--- src/hw/rtl/dmc_pkg.sv ---
// Shared types, codes and the rate table of the delta-modulation sample channel.
// No dependencies; every other file of the block imports this package.
package dmc_pkg;

    // Request kinds as they arrive in the input tuser field.
    localparam logic [2:0] REQ_TICK      = 3'd0;
    localparam logic [2:0] REQ_ENABLE    = 3'd1;
    localparam logic [2:0] REQ_LOAD      = 3'd2;
    localparam logic [2:0] REQ_BYTE      = 3'd3;
    localparam logic [2:0] REQ_IRQ_CLEAR = 3'd4;

    // Command kinds after classification in the front end.
    localparam logic [2:0] CMD_NOP       = 3'd0;
    localparam logic [2:0] CMD_TICK      = 3'd1;
    localparam logic [2:0] CMD_ENABLE    = 3'd2;
    localparam logic [2:0] CMD_LOAD      = 3'd3;
    localparam logic [2:0] CMD_BYTE      = 3'd4;
    localparam logic [2:0] CMD_IRQ_CLEAR = 3'd5;

    // Configuration register indexes.
    localparam logic [2:0] CFG_IRQ_ENABLE  = 3'd0;
    localparam logic [2:0] CFG_LOOP_ENABLE = 3'd1;
    localparam logic [2:0] CFG_RATE_INDEX  = 3'd2;
    localparam logic [2:0] CFG_SAMPLE_ADDR = 3'd3;
    localparam logic [2:0] CFG_SAMPLE_LEN  = 3'd4;

    localparam int CFG_IDX_W  = 3;
    localparam int CFG_DATA_W = 8;

    // Address map constants.
    localparam logic [15:0] SAMPLE_BASE = 16'hC000;
    localparam logic [15:0] WRAP_ADDR   = 16'h8000;
    localparam logic [15:0] LAST_ADDR   = 16'hFFFF;
    localparam logic [6:0]  LEVEL_MAX   = 7'd127;
    localparam logic [3:0]  BITS_PER_BYTE = 4'd8;

    // One classified item as it sits in the queue.
    typedef struct packed {
        logic [2:0]  kind;
        logic        enable_value;
        logic [6:0]  load_value;
        logic [15:0] fetch_addr;
        logic [7:0]  fetch_data;
    } t_cmd;

    // One result item; the last field sits in the lowest bits.
    typedef struct packed {
        logic        fetch_is_reload;
        logic [15:0] fetch_req_addr;
        logic        fetch_req;
        logic        active;
        logic        irq;
        logic [6:0]  level;
    } t_result;

    // Divider reload value (period minus one) for each rate index.
    function automatic logic [7:0] rate_reload(input logic [3:0] idx);
        logic [7:0] period;
        case (idx)
            4'd0:    period = 8'(428 / 2);
            4'd1:    period = 8'(380 / 2);
            4'd2:    period = 8'(340 / 2);
            4'd3:    period = 8'(320 / 2);
            4'd4:    period = 8'(286 / 2);
            4'd5:    period = 8'(254 / 2);
            4'd6:    period = 8'(226 / 2);
            4'd7:    period = 8'(214 / 2);
            4'd8:    period = 8'(190 / 2);
            4'd9:    period = 8'(160 / 2);
            4'd10:   period = 8'(142 / 2);
            4'd11:   period = 8'(128 / 2);
            4'd12:   period = 8'(106 / 2);
            4'd13:   period = 8'(84 / 2);
            4'd14:   period = 8'(72 / 2);
            default: period = 8'(54 / 2);
        endcase
        return period - 8'd1;
    endfunction

endpackage

--- src/hw/rtl/delta_modulation_sample_channel_core.sv ---
// Top level of the delta-modulation sample playback channel.
// Depends on dmc_pkg, dmc_front, dmc_queue and dmc_back.
//
// Channel   Dir  Handshake                    Payload
// s_axis    in   s_axis_tvalid/s_axis_tready   tuser req_type, tdata operands
// m_axis    out  m_axis_tvalid/m_axis_tready   tdata one result item
// cfg       in   i_cfg_we                      i_cfg_idx, i_cfg_data
//
// Every item yields one result. The back end executes one queued item per
// cycle while the output is not stalled, so the sustained rate is one item per
// clock. An accepted item is written into the queue and the back end then
// loads its result into the result register, which drives m_axis. Reset
// clears the queue, the result valid flag and all channel state. A stalled
// output holds the result and the queue absorbs up to QUEUE_DEPTH items before
// s_axis_tready falls.
module delta_modulation_sample_channel_core #(
    parameter int QUEUE_DEPTH = 2
) (
    input  logic                           i_clk,
    input  logic                           i_rst_n,
    // Configuration write port.
    input  logic                           i_cfg_we,
    input  logic [dmc_pkg::CFG_IDX_W-1:0]  i_cfg_idx,
    input  logic [dmc_pkg::CFG_DATA_W-1:0] i_cfg_data,
    // Input items.
    input  logic                           s_axis_tvalid,
    output logic                           s_axis_tready,
    // tdata: enable_value[0], load_value[7:1], fetch_addr[23:8], fetch_data[31:24]
    input  logic [31:0]                    s_axis_tdata,
    // tuser: req_type[2:0]
    input  logic [2:0]                     s_axis_tuser,
    // Result items.
    output logic                           m_axis_tvalid,
    input  logic                           m_axis_tready,
    // tdata: level[6:0], irq[7], active[8], fetch_req[9], fetch_req_addr[25:10],
    //        fetch_is_reload[26], zero[31:27]
    output logic [31:0]                    m_axis_tdata
);
    import dmc_pkg::*;

    t_cmd    front_cmd, head_cmd;
    logic    head_valid, head_pop;
    t_result res;

    // Classify the incoming item.
    dmc_front u_front (
        .i_req_type     (s_axis_tuser),
        .i_enable_value (s_axis_tdata[0]),
        .i_load_value   (s_axis_tdata[7:1]),
        .i_fetch_addr   (s_axis_tdata[23:8]),
        .i_fetch_data   (s_axis_tdata[31:24]),
        .o_cmd          (front_cmd)
    );

    // Decouple acceptance from execution.
    dmc_queue #(
        .DEPTH (QUEUE_DEPTH)
    ) u_queue (
        .i_clk   (i_clk),
        .i_rst_n (i_rst_n),
        .i_push  (s_axis_tvalid),
        .i_cmd   (front_cmd),
        .o_ready (s_axis_tready),
        .i_pop   (head_pop),
        .o_valid (head_valid),
        .o_head  (head_cmd)
    );

    // Execute commands and hold the result.
    dmc_back u_back (
        .i_clk       (i_clk),
        .i_rst_n     (i_rst_n),
        .i_cfg_we    (i_cfg_we),
        .i_cfg_idx   (i_cfg_idx),
        .i_cfg_data  (i_cfg_data),
        .i_cmd_valid (head_valid),
        .i_cmd       (head_cmd),
        .o_pop       (head_pop),
        .o_res_valid (m_axis_tvalid),
        .o_res       (res),
        .i_res_ready (m_axis_tready)
    );

    assign m_axis_tdata = {5'b00000, res};

endmodule

--- src/hw/rtl/dmc_front.sv ---
// Front end: decodes the request kind of an incoming item into a queue command.
// Depends on dmc_pkg.
module dmc_front (
    input  logic [2:0]     i_req_type,
    input  logic           i_enable_value,
    input  logic [6:0]     i_load_value,
    input  logic [15:0]    i_fetch_addr,
    input  logic [7:0]     i_fetch_data,
    output dmc_pkg::t_cmd  o_cmd
);
    import dmc_pkg::*;

    logic [2:0] kind;

    // Map request codes to command kinds; unknown codes become no-ops.
    always_comb begin
        case (i_req_type)
            REQ_TICK:      kind = CMD_TICK;
            REQ_ENABLE:    kind = CMD_ENABLE;
            REQ_LOAD:      kind = CMD_LOAD;
            REQ_BYTE:      kind = CMD_BYTE;
            REQ_IRQ_CLEAR: kind = CMD_IRQ_CLEAR;
            default:       kind = CMD_NOP;
        endcase
    end

    // Pack the command with its operands.
    assign o_cmd.kind         = kind;
    assign o_cmd.enable_value = i_enable_value;
    assign o_cmd.load_value   = i_load_value;
    assign o_cmd.fetch_addr   = i_fetch_addr;
    assign o_cmd.fetch_data   = i_fetch_data;

endmodule

--- src/hw/rtl/dmc_queue.sv ---
// Short command queue between the front end and the execution back end.
// Depends on dmc_pkg for the command type.
module dmc_queue #(
    parameter int DEPTH = 2
) (
    input  logic           i_clk,
    input  logic           i_rst_n,
    input  logic           i_push,
    input  dmc_pkg::t_cmd  i_cmd,
    output logic           o_ready,
    input  logic           i_pop,
    output logic           o_valid,
    output dmc_pkg::t_cmd  o_head
);
    import dmc_pkg::*;

    localparam int PW = (DEPTH > 1) ? $clog2(DEPTH) : 1;
    localparam int CW = $clog2(DEPTH + 1);

    t_cmd          r_mem [DEPTH];
    logic [PW-1:0] r_wr_ptr, r_rd_ptr;
    logic [CW-1:0] r_count;
    logic          do_push, do_pop;

    assign o_ready = (r_count != CW'(DEPTH));
    assign o_valid = (r_count != '0);
    assign o_head  = r_mem[r_rd_ptr];
    assign do_push = i_push && o_ready;
    assign do_pop  = i_pop && o_valid;

    // Pointer and count bookkeeping.
    always_ff @(posedge i_clk) begin
        if (!i_rst_n) begin
            r_wr_ptr <= '0;
            r_rd_ptr <= '0;
            r_count  <= '0;
        end else begin
            if (do_push) begin
                r_wr_ptr <= (r_wr_ptr == PW'(DEPTH - 1)) ? '0 : r_wr_ptr + PW'(1);
            end
            if (do_pop) begin
                r_rd_ptr <= (r_rd_ptr == PW'(DEPTH - 1)) ? '0 : r_rd_ptr + PW'(1);
            end
            case ({do_push, do_pop})
                2'b10:   r_count <= r_count + CW'(1);
                2'b01:   r_count <= r_count - CW'(1);
                default: r_count <= r_count;
            endcase
        end
    end

    // Storage needs no reset.
    always_ff @(posedge i_clk) begin
        if (do_push) begin
            r_mem[r_wr_ptr] <= i_cmd;
        end
    end

endmodule

--- src/hw/rtl/dmc_back.sv ---
// Back end: channel state, configuration registers and the result register.
// Depends on dmc_pkg for command, result types and the rate table.
module dmc_back (
    input  logic                          i_clk,
    input  logic                          i_rst_n,
    input  logic                          i_cfg_we,
    input  logic [dmc_pkg::CFG_IDX_W-1:0] i_cfg_idx,
    input  logic [dmc_pkg::CFG_DATA_W-1:0] i_cfg_data,
    input  logic                          i_cmd_valid,
    input  dmc_pkg::t_cmd                 i_cmd,
    output logic                          o_pop,
    output logic                          o_res_valid,
    output dmc_pkg::t_result              o_res,
    input  logic                          i_res_ready
);
    import dmc_pkg::*;

    // Configuration registers.
    logic       r_irq_enable, r_loop_enable;
    logic [3:0] r_rate_index;
    logic [7:0] r_sample_addr_code, r_sample_length_code;

    // Channel state.
    logic [7:0]  r_shift_reg, n_shift_reg;
    logic [3:0]  r_bits_left, n_bits_left;
    logic [6:0]  r_out_level, n_out_level;
    logic        r_silent, n_silent;
    logic [7:0]  r_buffer_byte, n_buffer_byte;
    logic        r_buffer_empty, n_buffer_empty;
    logic [15:0] r_cur_addr, n_cur_addr;
    logic [11:0] r_bytes_left, n_bytes_left;
    logic        r_irq_flag, n_irq_flag;
    logic [7:0]  r_divider_count, n_divider_count;

    // Result register.
    logic    r_res_valid;
    t_result r_res, n_res;

    logic [15:0] start_addr;
    logic [11:0] start_len;
    logic [3:0]  bits_dec;
    logic        fetch_req, fetch_reload;
    logic [15:0] fetch_addr;

    // Take a command whenever the result register is free or being emptied.
    assign o_pop       = i_cmd_valid && (!r_res_valid || i_res_ready);
    assign o_res_valid = r_res_valid;
    assign o_res       = r_res;

    assign start_addr = SAMPLE_BASE + {2'b00, r_sample_addr_code, 6'b000000};
    assign start_len  = {r_sample_length_code, 4'b0000} + 12'd1;
    assign bits_dec   = r_bits_left - 4'd1;

    // Execute the head command against the current state.
    always_comb begin
        n_shift_reg     = r_shift_reg;
        n_bits_left     = r_bits_left;
        n_out_level     = r_out_level;
        n_silent        = r_silent;
        n_buffer_byte   = r_buffer_byte;
        n_buffer_empty  = r_buffer_empty;
        n_cur_addr      = r_cur_addr;
        n_bytes_left    = r_bytes_left;
        n_irq_flag      = r_irq_flag;
        n_divider_count = r_divider_count;
        fetch_req       = 1'b0;
        fetch_reload    = 1'b0;
        fetch_addr      = '0;
        case (i_cmd.kind)
            CMD_TICK: begin
                if (r_divider_count == 8'd0) begin
                    n_divider_count = rate_reload(r_rate_index);
                    if (!r_silent) begin
                        if (r_shift_reg[0]) begin
                            if (r_out_level <= LEVEL_MAX - 7'd2) begin
                                n_out_level = r_out_level + 7'd2;
                            end
                        end else if (r_out_level >= 7'd2) begin
                            n_out_level = r_out_level - 7'd2;
                        end
                    end
                    n_shift_reg = {1'b0, r_shift_reg[7:1]};
                    n_bits_left = bits_dec;
                    // End of an output cycle: reload from the buffer or fall silent.
                    if (bits_dec == 4'd0) begin
                        n_bits_left = BITS_PER_BYTE;
                        if (r_buffer_empty) begin
                            n_silent = 1'b1;
                        end else begin
                            n_silent       = 1'b0;
                            n_shift_reg    = r_buffer_byte;
                            n_buffer_empty = 1'b1;
                            if (r_bytes_left != 12'd0) begin
                                fetch_req    = 1'b1;
                                fetch_addr   = r_cur_addr;
                                fetch_reload = 1'b1;
                            end
                        end
                    end
                end else begin
                    n_divider_count = r_divider_count - 8'd1;
                end
            end
            CMD_ENABLE: begin
                if (!i_cmd.enable_value) begin
                    n_bytes_left = '0;
                end else if (r_bytes_left == 12'd0) begin
                    // The restart length is never zero, so only the buffer matters.
                    n_cur_addr   = start_addr;
                    n_bytes_left = start_len;
                    if (r_buffer_empty) begin
                        fetch_req  = 1'b1;
                        fetch_addr = start_addr;
                    end
                end
            end
            CMD_LOAD: begin
                n_out_level = i_cmd.load_value;
            end
            CMD_BYTE: begin
                if (i_cmd.fetch_addr == r_cur_addr && r_bytes_left != 12'd0) begin
                    n_buffer_byte  = i_cmd.fetch_data;
                    n_buffer_empty = 1'b0;
                    n_cur_addr     = (r_cur_addr == LAST_ADDR) ? WRAP_ADDR
                                                               : r_cur_addr + 16'd1;
                    n_bytes_left   = r_bytes_left - 12'd1;
                    // Sample finished: loop or raise the interrupt.
                    if (r_bytes_left == 12'd1) begin
                        if (r_loop_enable) begin
                            n_cur_addr   = start_addr;
                            n_bytes_left = start_len;
                        end else if (r_irq_enable) begin
                            n_irq_flag = 1'b1;
                        end
                    end
                end
            end
            CMD_IRQ_CLEAR: begin
                n_irq_flag = 1'b0;
            end
            default: begin
            end
        endcase
        n_res.level           = n_out_level;
        n_res.irq             = n_irq_flag;
        n_res.active          = (n_bytes_left != 12'd0);
        n_res.fetch_req       = fetch_req;
        n_res.fetch_req_addr  = fetch_addr;
        n_res.fetch_is_reload = fetch_reload;
    end

    // State, configuration and result valid updates.
    always_ff @(posedge i_clk) begin
        if (!i_rst_n) begin
            r_irq_enable         <= 1'b0;
            r_loop_enable        <= 1'b0;
            r_rate_index         <= '0;
            r_sample_addr_code   <= '0;
            r_sample_length_code <= '0;
            r_shift_reg          <= '0;
            r_bits_left          <= BITS_PER_BYTE;
            r_out_level          <= '0;
            r_silent             <= 1'b1;
            r_buffer_byte        <= '0;
            r_buffer_empty       <= 1'b1;
            r_cur_addr           <= '0;
            r_bytes_left         <= '0;
            r_irq_flag           <= 1'b0;
            r_divider_count      <= '0;
            r_res_valid          <= 1'b0;
        end else begin
            if (o_pop) begin
                r_shift_reg     <= n_shift_reg;
                r_bits_left     <= n_bits_left;
                r_out_level     <= n_out_level;
                r_silent        <= n_silent;
                r_buffer_byte   <= n_buffer_byte;
                r_buffer_empty  <= n_buffer_empty;
                r_cur_addr      <= n_cur_addr;
                r_bytes_left    <= n_bytes_left;
                r_irq_flag      <= n_irq_flag;
                r_divider_count <= n_divider_count;
                r_res_valid     <= 1'b1;
            end else if (i_res_ready) begin
                r_res_valid <= 1'b0;
            end
            // The user must write configuration only while the channel is idle; the block itself does not enforce it.
            if (i_cfg_we) begin
                case (i_cfg_idx)
                    CFG_IRQ_ENABLE: begin
                        r_irq_enable <= i_cfg_data[0];
                        if (!i_cfg_data[0]) begin
                            r_irq_flag <= 1'b0;
                        end
                    end
                    CFG_LOOP_ENABLE: r_loop_enable        <= i_cfg_data[0];
                    CFG_RATE_INDEX:  r_rate_index         <= i_cfg_data[3:0];
                    CFG_SAMPLE_ADDR: r_sample_addr_code   <= i_cfg_data;
                    CFG_SAMPLE_LEN:  r_sample_length_code <= i_cfg_data;
                    default: begin
                    end
                endcase
            end
        end
    end

    // Result payload needs no reset.
    always_ff @(posedge i_clk) begin
        if (o_pop) begin
            r_res <= n_res;
        end
    end

    // The bit counter always lies between one and eight.
    a_bits_range: assert property (@(posedge i_clk) disable iff (!i_rst_n)
        (r_bits_left >= 4'd1) && (r_bits_left <= BITS_PER_BYTE))
        else $error("bit counter out of range");

    // The interrupt flag is never set while interrupts are disabled.
    a_irq_masked: assert property (@(posedge i_clk) disable iff (!i_rst_n)
        !r_irq_enable |-> !r_irq_flag)
        else $error("interrupt flag set while disabled");

    // A waiting result blocks the next command.
    a_stall_no_pop: assert property (@(posedge i_clk) disable iff (!i_rst_n)
        (r_res_valid && !i_res_ready) |-> !o_pop)
        else $error("command taken while result stalled");

    // Without a fetch, its address and kind read as zero.
    a_fetch_fields: assert property (@(posedge i_clk) disable iff (!i_rst_n)
        (r_res_valid && !r_res.fetch_req) |->
            (r_res.fetch_req_addr == 16'd0) && !r_res.fetch_is_reload)
        else $error("fetch fields set without a fetch");

    // A fetch, reload or start, is only issued while bytes remain.
    a_fetch_active: assert property (@(posedge i_clk) disable iff (!i_rst_n)
        (r_res_valid && r_res.fetch_req) |-> r_res.active)
        else $error("fetch issued with no bytes left");

endmodule

--- config.mk ---
export PLATFORM = sky130hd
export DESIGN_NAME = delta_modulation_sample_channel_core
export DESIGN_NICKNAME = d
export VERILOG_FILES = /design/src/hw/rtl/dmc_pkg.sv /design/src/hw/rtl/delta_modulation_sample_channel_core.sv /design/src/hw/rtl/dmc_front.sv /design/src/hw/rtl/dmc_queue.sv /design/src/hw/rtl/dmc_back.sv
export SDC_FILE = /design/constraint.sdc
export NUM_CORES = 1
export LEC_CHECK = 0
export BUFFER_PORTS_ARGS = -buffer_cell sky130_fd_sc_hd__buf_4
export CORE_UTILIZATION = 45
export CTS_BUF_LIST = sky130_fd_sc_hd__clkbuf_8 sky130_fd_sc_hd__clkbuf_16
export DETAILED_ROUTE_END_ITERATION = 12
export PLACE_DENSITY = 0.73
export SYNTH_ARGS = -nofsm -noshare
export SYNTH_HDL_FRONTEND = slang
export SYNTH_SLANG_ARGS = --single-unit
--- constraint.sdc ---
create_clock -name i_clk -period 4.6 [get_ports i_clk]
set_clock_uncertainty 0.1 [all_clocks]
set_input_delay 0.92 -clock i_clk [delete_from_list [all_inputs] [get_ports i_clk]]
set_output_delay 0.92 -clock i_clk [all_outputs]
set_load 0.1 [all_outputs]
==> summary.txt, run 1 <==
Layout
  • Number of fill cells: 1,814
  • Finished Layout Cells: 1,243
  • Layout cells sized above 1: 0.1572
  • Reg area: 4956 µm²
  • Nets: 1,026
  • Final Cell Area: 10,920 µm²
  • Largest register FFs: 70
  • Diode count: 0
  • Most flop-heavy register: u_queue.r_mem
  • Area of the multi-input gates: 4322 µm²
  • P&R area growth vs syn: 14.16%

Detailed routing
  • Routed length per instance: 17.03 µm
  • Vias per std cell: 5.558
  • Initial DRC count: 571
  • Post-route ant nets: 0
  • # DRC: 0
  • WL final: 21,170 µm
  • DR pass1 iterations: 5
  • Via Count: 6,909

Yosys
  • Area leader, netlist: edfxtp_1
  • Post-synth EDFFs: 97
  • Synthesized area: 9568 µm²
  • Flops & latches, synth: 199
  • Most common cell in the synthesized netlist: nand2_1
  • Ys Warns: 0
  • Syn_area_per_cell: 10.64 µm²
  • Commonest cells in the netlist: 114 x nand2_1, 102 x dfxtp_1, 97 x edfxtp_1
  • Post-synthesis sequential area ratio: 0.5179
  • Synth area leaders: edfxtp_1 30%, dfxtp_1 21%, mux2i_1 5.9%
  • Cells after synthesis: 899
  • Share of the synthesized area in the top cell type: 0.3044
  • FFs w/ async S/R, synth: 0
  • Synth unique cells: 76
  • Top FF cell, synth: dfxtp_1

CTS
  • Clk sinks: 199
  • CTS root buffer: clkbuf_16
  • Clock-pin slew on the worst setup and hold paths: 0.07 ns
  • CTS-repair resized insts: 0
  • CTS Hold Buffers Added: 0
  • Worst skew pair latency: 0.45 ns
  • H-tree depth: 4
  • Setup Buffers After CTS: 0
  • CTS buffer count: 17
  • Clock tree buffer depth: 2
  • CTS tree: done

Critical path
  • FF-to-FF path depth: 7
  • CP max FO: 24
  • WP data arrival: 3.62 ns
  • CP Launch Type: flop
  • Required time of the critical path: 4.68 ns
  • Reg-to-Reg End: u_back.o_res[8]
  • R2R setup slack: 1.06 ns
  • CP Capture Type: flop
  • Type of the worst setup path: reg -> reg
  • Critical Path Sink: u_back.o_res[8]

Power and ir drop
  • Pwr Density: 583.5 nW/µm²
  • Max VDD drop: 613.2 µV
  • Leak: 4.111 nW

STA
  • Worst-Margin Slew: 1.126 ns
  • FMAX: 282.6 MHz
  • Final hold viol count: 0
  • Setup tns final: 0 ns
  • Final setup violation count: 0
  • WHS: 0.3661 ns
  • Min cycle time layout: 3.539 ns
  • Final max-slew violation count: 0
  • Slew HR: 0.2477
  • RSZ-0062 raised after global routing: false
  • Tcrit/Tclk final: 0.7693

Floorplanning
  • Placeable core region: 20,560 µm²
  • Initial Util: 0.4654
  • Die width: 147.8 µm
  • Die area: 21,850 µm²
  • Num rows: 52
  • Die Span Y: 147.8 µm
  • Ports: 85

Global route
  • Gr usage total: 0.1998
  • First-pass GRT wire length: 34,260 µm
  • Largest net degree at the start of global routing: 81
  • Vias in the first global route: 6,708
  • Initial antenna violation count: 0
  • GRT overflow: 0

Hold path
  • Min-Delay Path Class: reg -> reg

Placed design
  • RePlAce Congestion: 0.9162
  • Post-placement cell count: 1,211
  • I/O Buffers: 79
  • Hpwl dp: 14,630 µm
  • Cell Area, Placed: 10,340 µm²

Flow run
  • MaxCap Viol Count: 0

Status
  • Outcome: completed
## logic make-up (layout without fill, tap and decap cells)
family	Yosys count	in the layout	share of synthesized area
flops	199	199	0.5178
mux	60	60	0.06329
xor+xnor	43	43	0.03936
other cells	1	5	0.0003919
simple gates	318	318	0.1768
compound gates	195	195	0.1493
fa+ha+maj	15	15	0.01962
buf+inv	68	138	0.03335
## worst min-delay path by stage
stage,start,end,cells past startpoint
after floorplan,u_back.r_shift_reg[7],u_back.r_shift_reg[7],2
after global placement,u_back.r_shift_reg[7],u_back.r_shift_reg[7],2
after detailed placement,u_back.r_shift_reg[7],u_back.r_shift_reg[7],2
after CTS,u_back.r_shift_reg[7],u_back.r_shift_reg[7],2
after global routing,u_back.r_shift_reg[7],u_back.r_shift_reg[7],2
final,u_back.r_shift_reg[7],u_back.r_shift_reg[7],2
## where the power goes
| group | total (mW) | switching [mW] | internal, mW |
|---|---|---|---|
| Sequential | 2.38 | 0.190 | 2.19 |
| Clock | 1.49 | 0.725 | 0.768 |
| Combinational | 2.50 | 1.79 | 0.714 |
| Total | 6.37 | 2.70 | 3.67 |
## critical path, cell delays in order, from the launching register on
cell and delay [ns]:
dfxtp_2 0.67, buf_4 0.46, a32oi_1 0.24, nand2b_1 0.45, nor3_4 0.54, mux2_2 0.40
nor4_1 0.26, nand4_1 0.13
## per-layer routing
metal,global-route usage,part of all wire,vias to the layer above
met5,0,0,-
met1,0.2416,0.44,3277
met3,0.02994,0.036,39
li1,-,-,3416
met4,0.08608,0.024,0
met2,0.3528,0.50,177
## area by class of cell
cell class | count | area share
clock inverters | 15 | 0.01443
clock buffers | 17 | 0.03895
inverters | 19 | 0.006529
multi-input cells | 636 | 0.3956
well taps | 270 | 0.03093
repair buffers | 87 | 0.05979
flip-flops and latches | 199 | 0.4537
## per-stage QoR
step           power (mW)  utilization  setup slack, ns
6_report            6.374       0.5313            1.061
5_1_grt             6.663       0.5313           0.8680
4_1_cts             6.400       0.5313            1.078
2_1_floorplan       4.378            -           0.6602
3_3_place_gp        4.894       0.5029            1.207
3_5_place_dp        4.910       0.5029            1.111
## layout by cell type (no fill, tap or decap), drive strengths merged, types with 31 or more instances in the layout
master | Yosys | layout
a21boi | 31 | 31
nor2 | 54 | 54
nor3 | 31 | 31
xnor2 | 34 | 34
a21oi | 32 | 32
dfxtp | 102 | 102
nand2 | 117 | 117
o21ai | 31 | 31
buf | 20 | 87
edfxtp | 97 | 97
mux2i | 56 | 56
(Power assumes the default switching activity.)
==> inputs of run 2 (changes only) <==
==> constraint.sdc (replaced) <==
create_clock -name i_clk -period 3.4 [get_ports i_clk]
set_clock_uncertainty 0.1 [all_clocks]
set_input_delay 0.68 -clock i_clk [delete_from_list [all_inputs] [get_ports i_clk]]
set_output_delay 0.68 -clock i_clk [all_outputs]
set_load 0.1 [all_outputs]
==> run 2 against run 1 <==
Critical path depth grew 3. Largest power group unchanged. Worst setup slack worse by 0.86 ns. Combinational power up 41%. Largest cell class unchanged. Sequential power up 34%. Via count is 3.0% higher. Fmax grew 11%.
==> summary.txt, run 2 (synthesis gave the netlist of run 1 again) <==
Detailed routing
  • DR pass1 iterations: 5
  • Post-route ant nets: 0
  • Via Count: 7,115
  • Vias per std cell: 5.611
  • Initial DRC count: 492
  • # DRC: 0
  • Routed length per instance: 16.76 µm
  • WL final: 21,250 µm

CTS
  • Clk sinks: 199
  • Setup Buffers After CTS: 0
  • CTS root buffer: clkbuf_16
  • CTS tree: done
  • CTS buffer count: 17
  • H-tree depth: 4
  • Worst skew pair latency: 0.44 ns
  • Clock tree buffer depth: 2
  • Clock-pin slew on the worst setup and hold paths: 0.08 ns

Hold path
  • Hold Startpoint: s_axis_tdata[29]
  • Hold Crit Depth: 1
  • Min-Delay Path Class: in -> reg
  • WHS Endpoint: u_queue.r_mem[1][5]

Layout
  • P&R area growth vs syn: 17.00%
  • Largest register FFs: 70
  • Final Cell Area: 11,190 µm²
  • Nets: 1,051
  • Most flop-heavy register: u_queue.r_mem
  • Finished Layout Cells: 1,268
  • Diode count: 0
  • Most common cell after layout, fill and taps aside: nand2_1
  • Most frequent cells in the layout: 114 x nand2_1, 112 x buf_4, 100 x dfxtp_1
  • Layout cells sized above 1: 0.1794
  • Number of fill cells: 1,807

Flow run
  • MaxCap Viol Count: 0

Critical path
  • Worst r2r src: u_back.r_bytes_left[0]
  • FF-to-FF path depth: 10
  • CP max FO: 5
  • WP data arrival: 3.28 ns
  • Type of the worst setup path: reg -> reg
  • R2R setup slack: 0.20 ns
  • CP Capture Type: flop
  • CP Launch Type: flop
  • Reg-to-Reg End: u_back.o_res[8]
  • Required time of the critical path: 3.48 ns

Global route
  • First-pass GRT wire length: 34,510 µm
  • GRT overflow: 0
  • Initial antenna violation count: 0
  • Gr usage total: 0.2015
  • Largest net degree at the start of global routing: 40
  • Vias in the first global route: 6,746

Status
  • Outcome: completed

STA
  • Final max-slew violation count: 0
  • Tcrit/Tclk final: 0.9409
  • RSZ-0062 raised after global routing: false
  • Final hold viol count: 0
  • Worst-Margin Slew: 0.6720 ns
  • Setup tns final: 0 ns
  • Final setup violation count: 0
  • Slew HR: 0.5485
  • Min cycle time layout: 3.199 ns
  • FMAX: 312.6 MHz

Placed design
  • Cell Area, Placed: 10,530 µm²
  • I/O Buffers: 79
  • Hpwl dp: 15,100 µm
  • RePlAce Congestion: 0.8902
  • Post-placement cell count: 1,236

Floorplanning
  • Ports: 85
  • Die width: 147.8 µm
  • Num rows: 52
  • Placeable core region: 20,560 µm²
  • Die area: 21,850 µm²
  • Die Span Y: 147.8 µm
  • Initial Util: 0.4654

Power and ir drop
  • Sw frac: 0.4091
  • Leak: 4.281 nW
  • Pwr Density: 800.6 nW/µm²
  • Sequential Power Share: 0.357
  • Max VDD drop: 511.4 µV
  • Comb pwr share: 0.393
  • Final Power: 8.963 mW
  • Internal: 5.296 mW
  • Share of total power in the clock network: 0.250
  • Net load switching power: 3.667 mW
-- run 2: repair_timing --
action,CTS,global route
endpoints found under the setup margin,0,14
gates resized for setup,0,2
hold buffers,0,0
-- run 2: worst max path at each step --
stage | cells after the start | startpoint | endpoint
2_1_floorplan | 9 | m_axis_tready | u_queue.r_count[1]
3_3_place_gp | 10 | u_back.r_bytes_left[0] | u_back.o_res[8]
3_5_place_dp | 9 | flop | u_back.r_cur_addr[13]
4_1_cts | 9 | flop | u_back.r_cur_addr[13]
5_1_grt | 10 | u_back.r_bytes_left[0] | u_back.o_res[8]
6_report | 10 | u_back.r_bytes_left[0] | u_back.o_res[8]
-- run 2: power by group through the flow --
stage,registers (mW),logic (mW),clock network (mW)
after floorplan,4.26,1.67,0
after global placement,3.25,3.49,0
after detailed placement,3.25,3.51,0
after CTS,3.20,3.52,2.29
after global routing,3.25,3.77,2.37
final,3.20,3.52,2.24
-- run 2: stage by stage --
step	hold slack [ns]	setup WS [ns]	utilization
floorplan	0.3403	0.1125	-
global route	0.2977	0.07050	0.5445
finish	0.3152	0.2010	0.5445
detailed placement	0.3724	0.1663	0.5121
CTS	0.2994	0.1267	0.5440
global placement	0.3565	0.2285	0.5121
-- run 2: cell type report --
class	count	area, µm²	share of cell area
flip-flops and latches	199	4960	0.4431
multi-input cells	636	4329	0.3867
repair buffers	112	840.8	0.07511
clock buffers	17	425.4	0.03800
well taps	270	337.8	0.03018
clock inverters	15	230.2	0.02057
inverters	19	71.32	0.006371
-- run 2: critical path: stages, from the launching register on --
cell	delay, ns
dfxtp_1	0.36
inv_1	0.17
ha_1	0.25
or4b_2	0.70
nor3_1	0.22
xor2_1	0.09
mux2i_1	0.21
nand4_1	0.13
mux2_2	0.30
nor4_1	0.27
nand4_1	0.13
-- run 2: layer usage --
| layer | wire (µm) | share of wire | global-route usage | up-vias |
|---|---|---|---|---|
| met4 | 435 | 0.020 | 0.07216 | 0 |
| met3 | 1009 | 0.047 | 0.03981 | 33 |
| li1 | - | - | - | 3455 |
| met2 | 10540 | 0.50 | 0.3472 | 208 |
| met1 | 9266 | 0.44 | 0.2504 | 3419 |
| met5 | 0 | 0 | 0 | - |
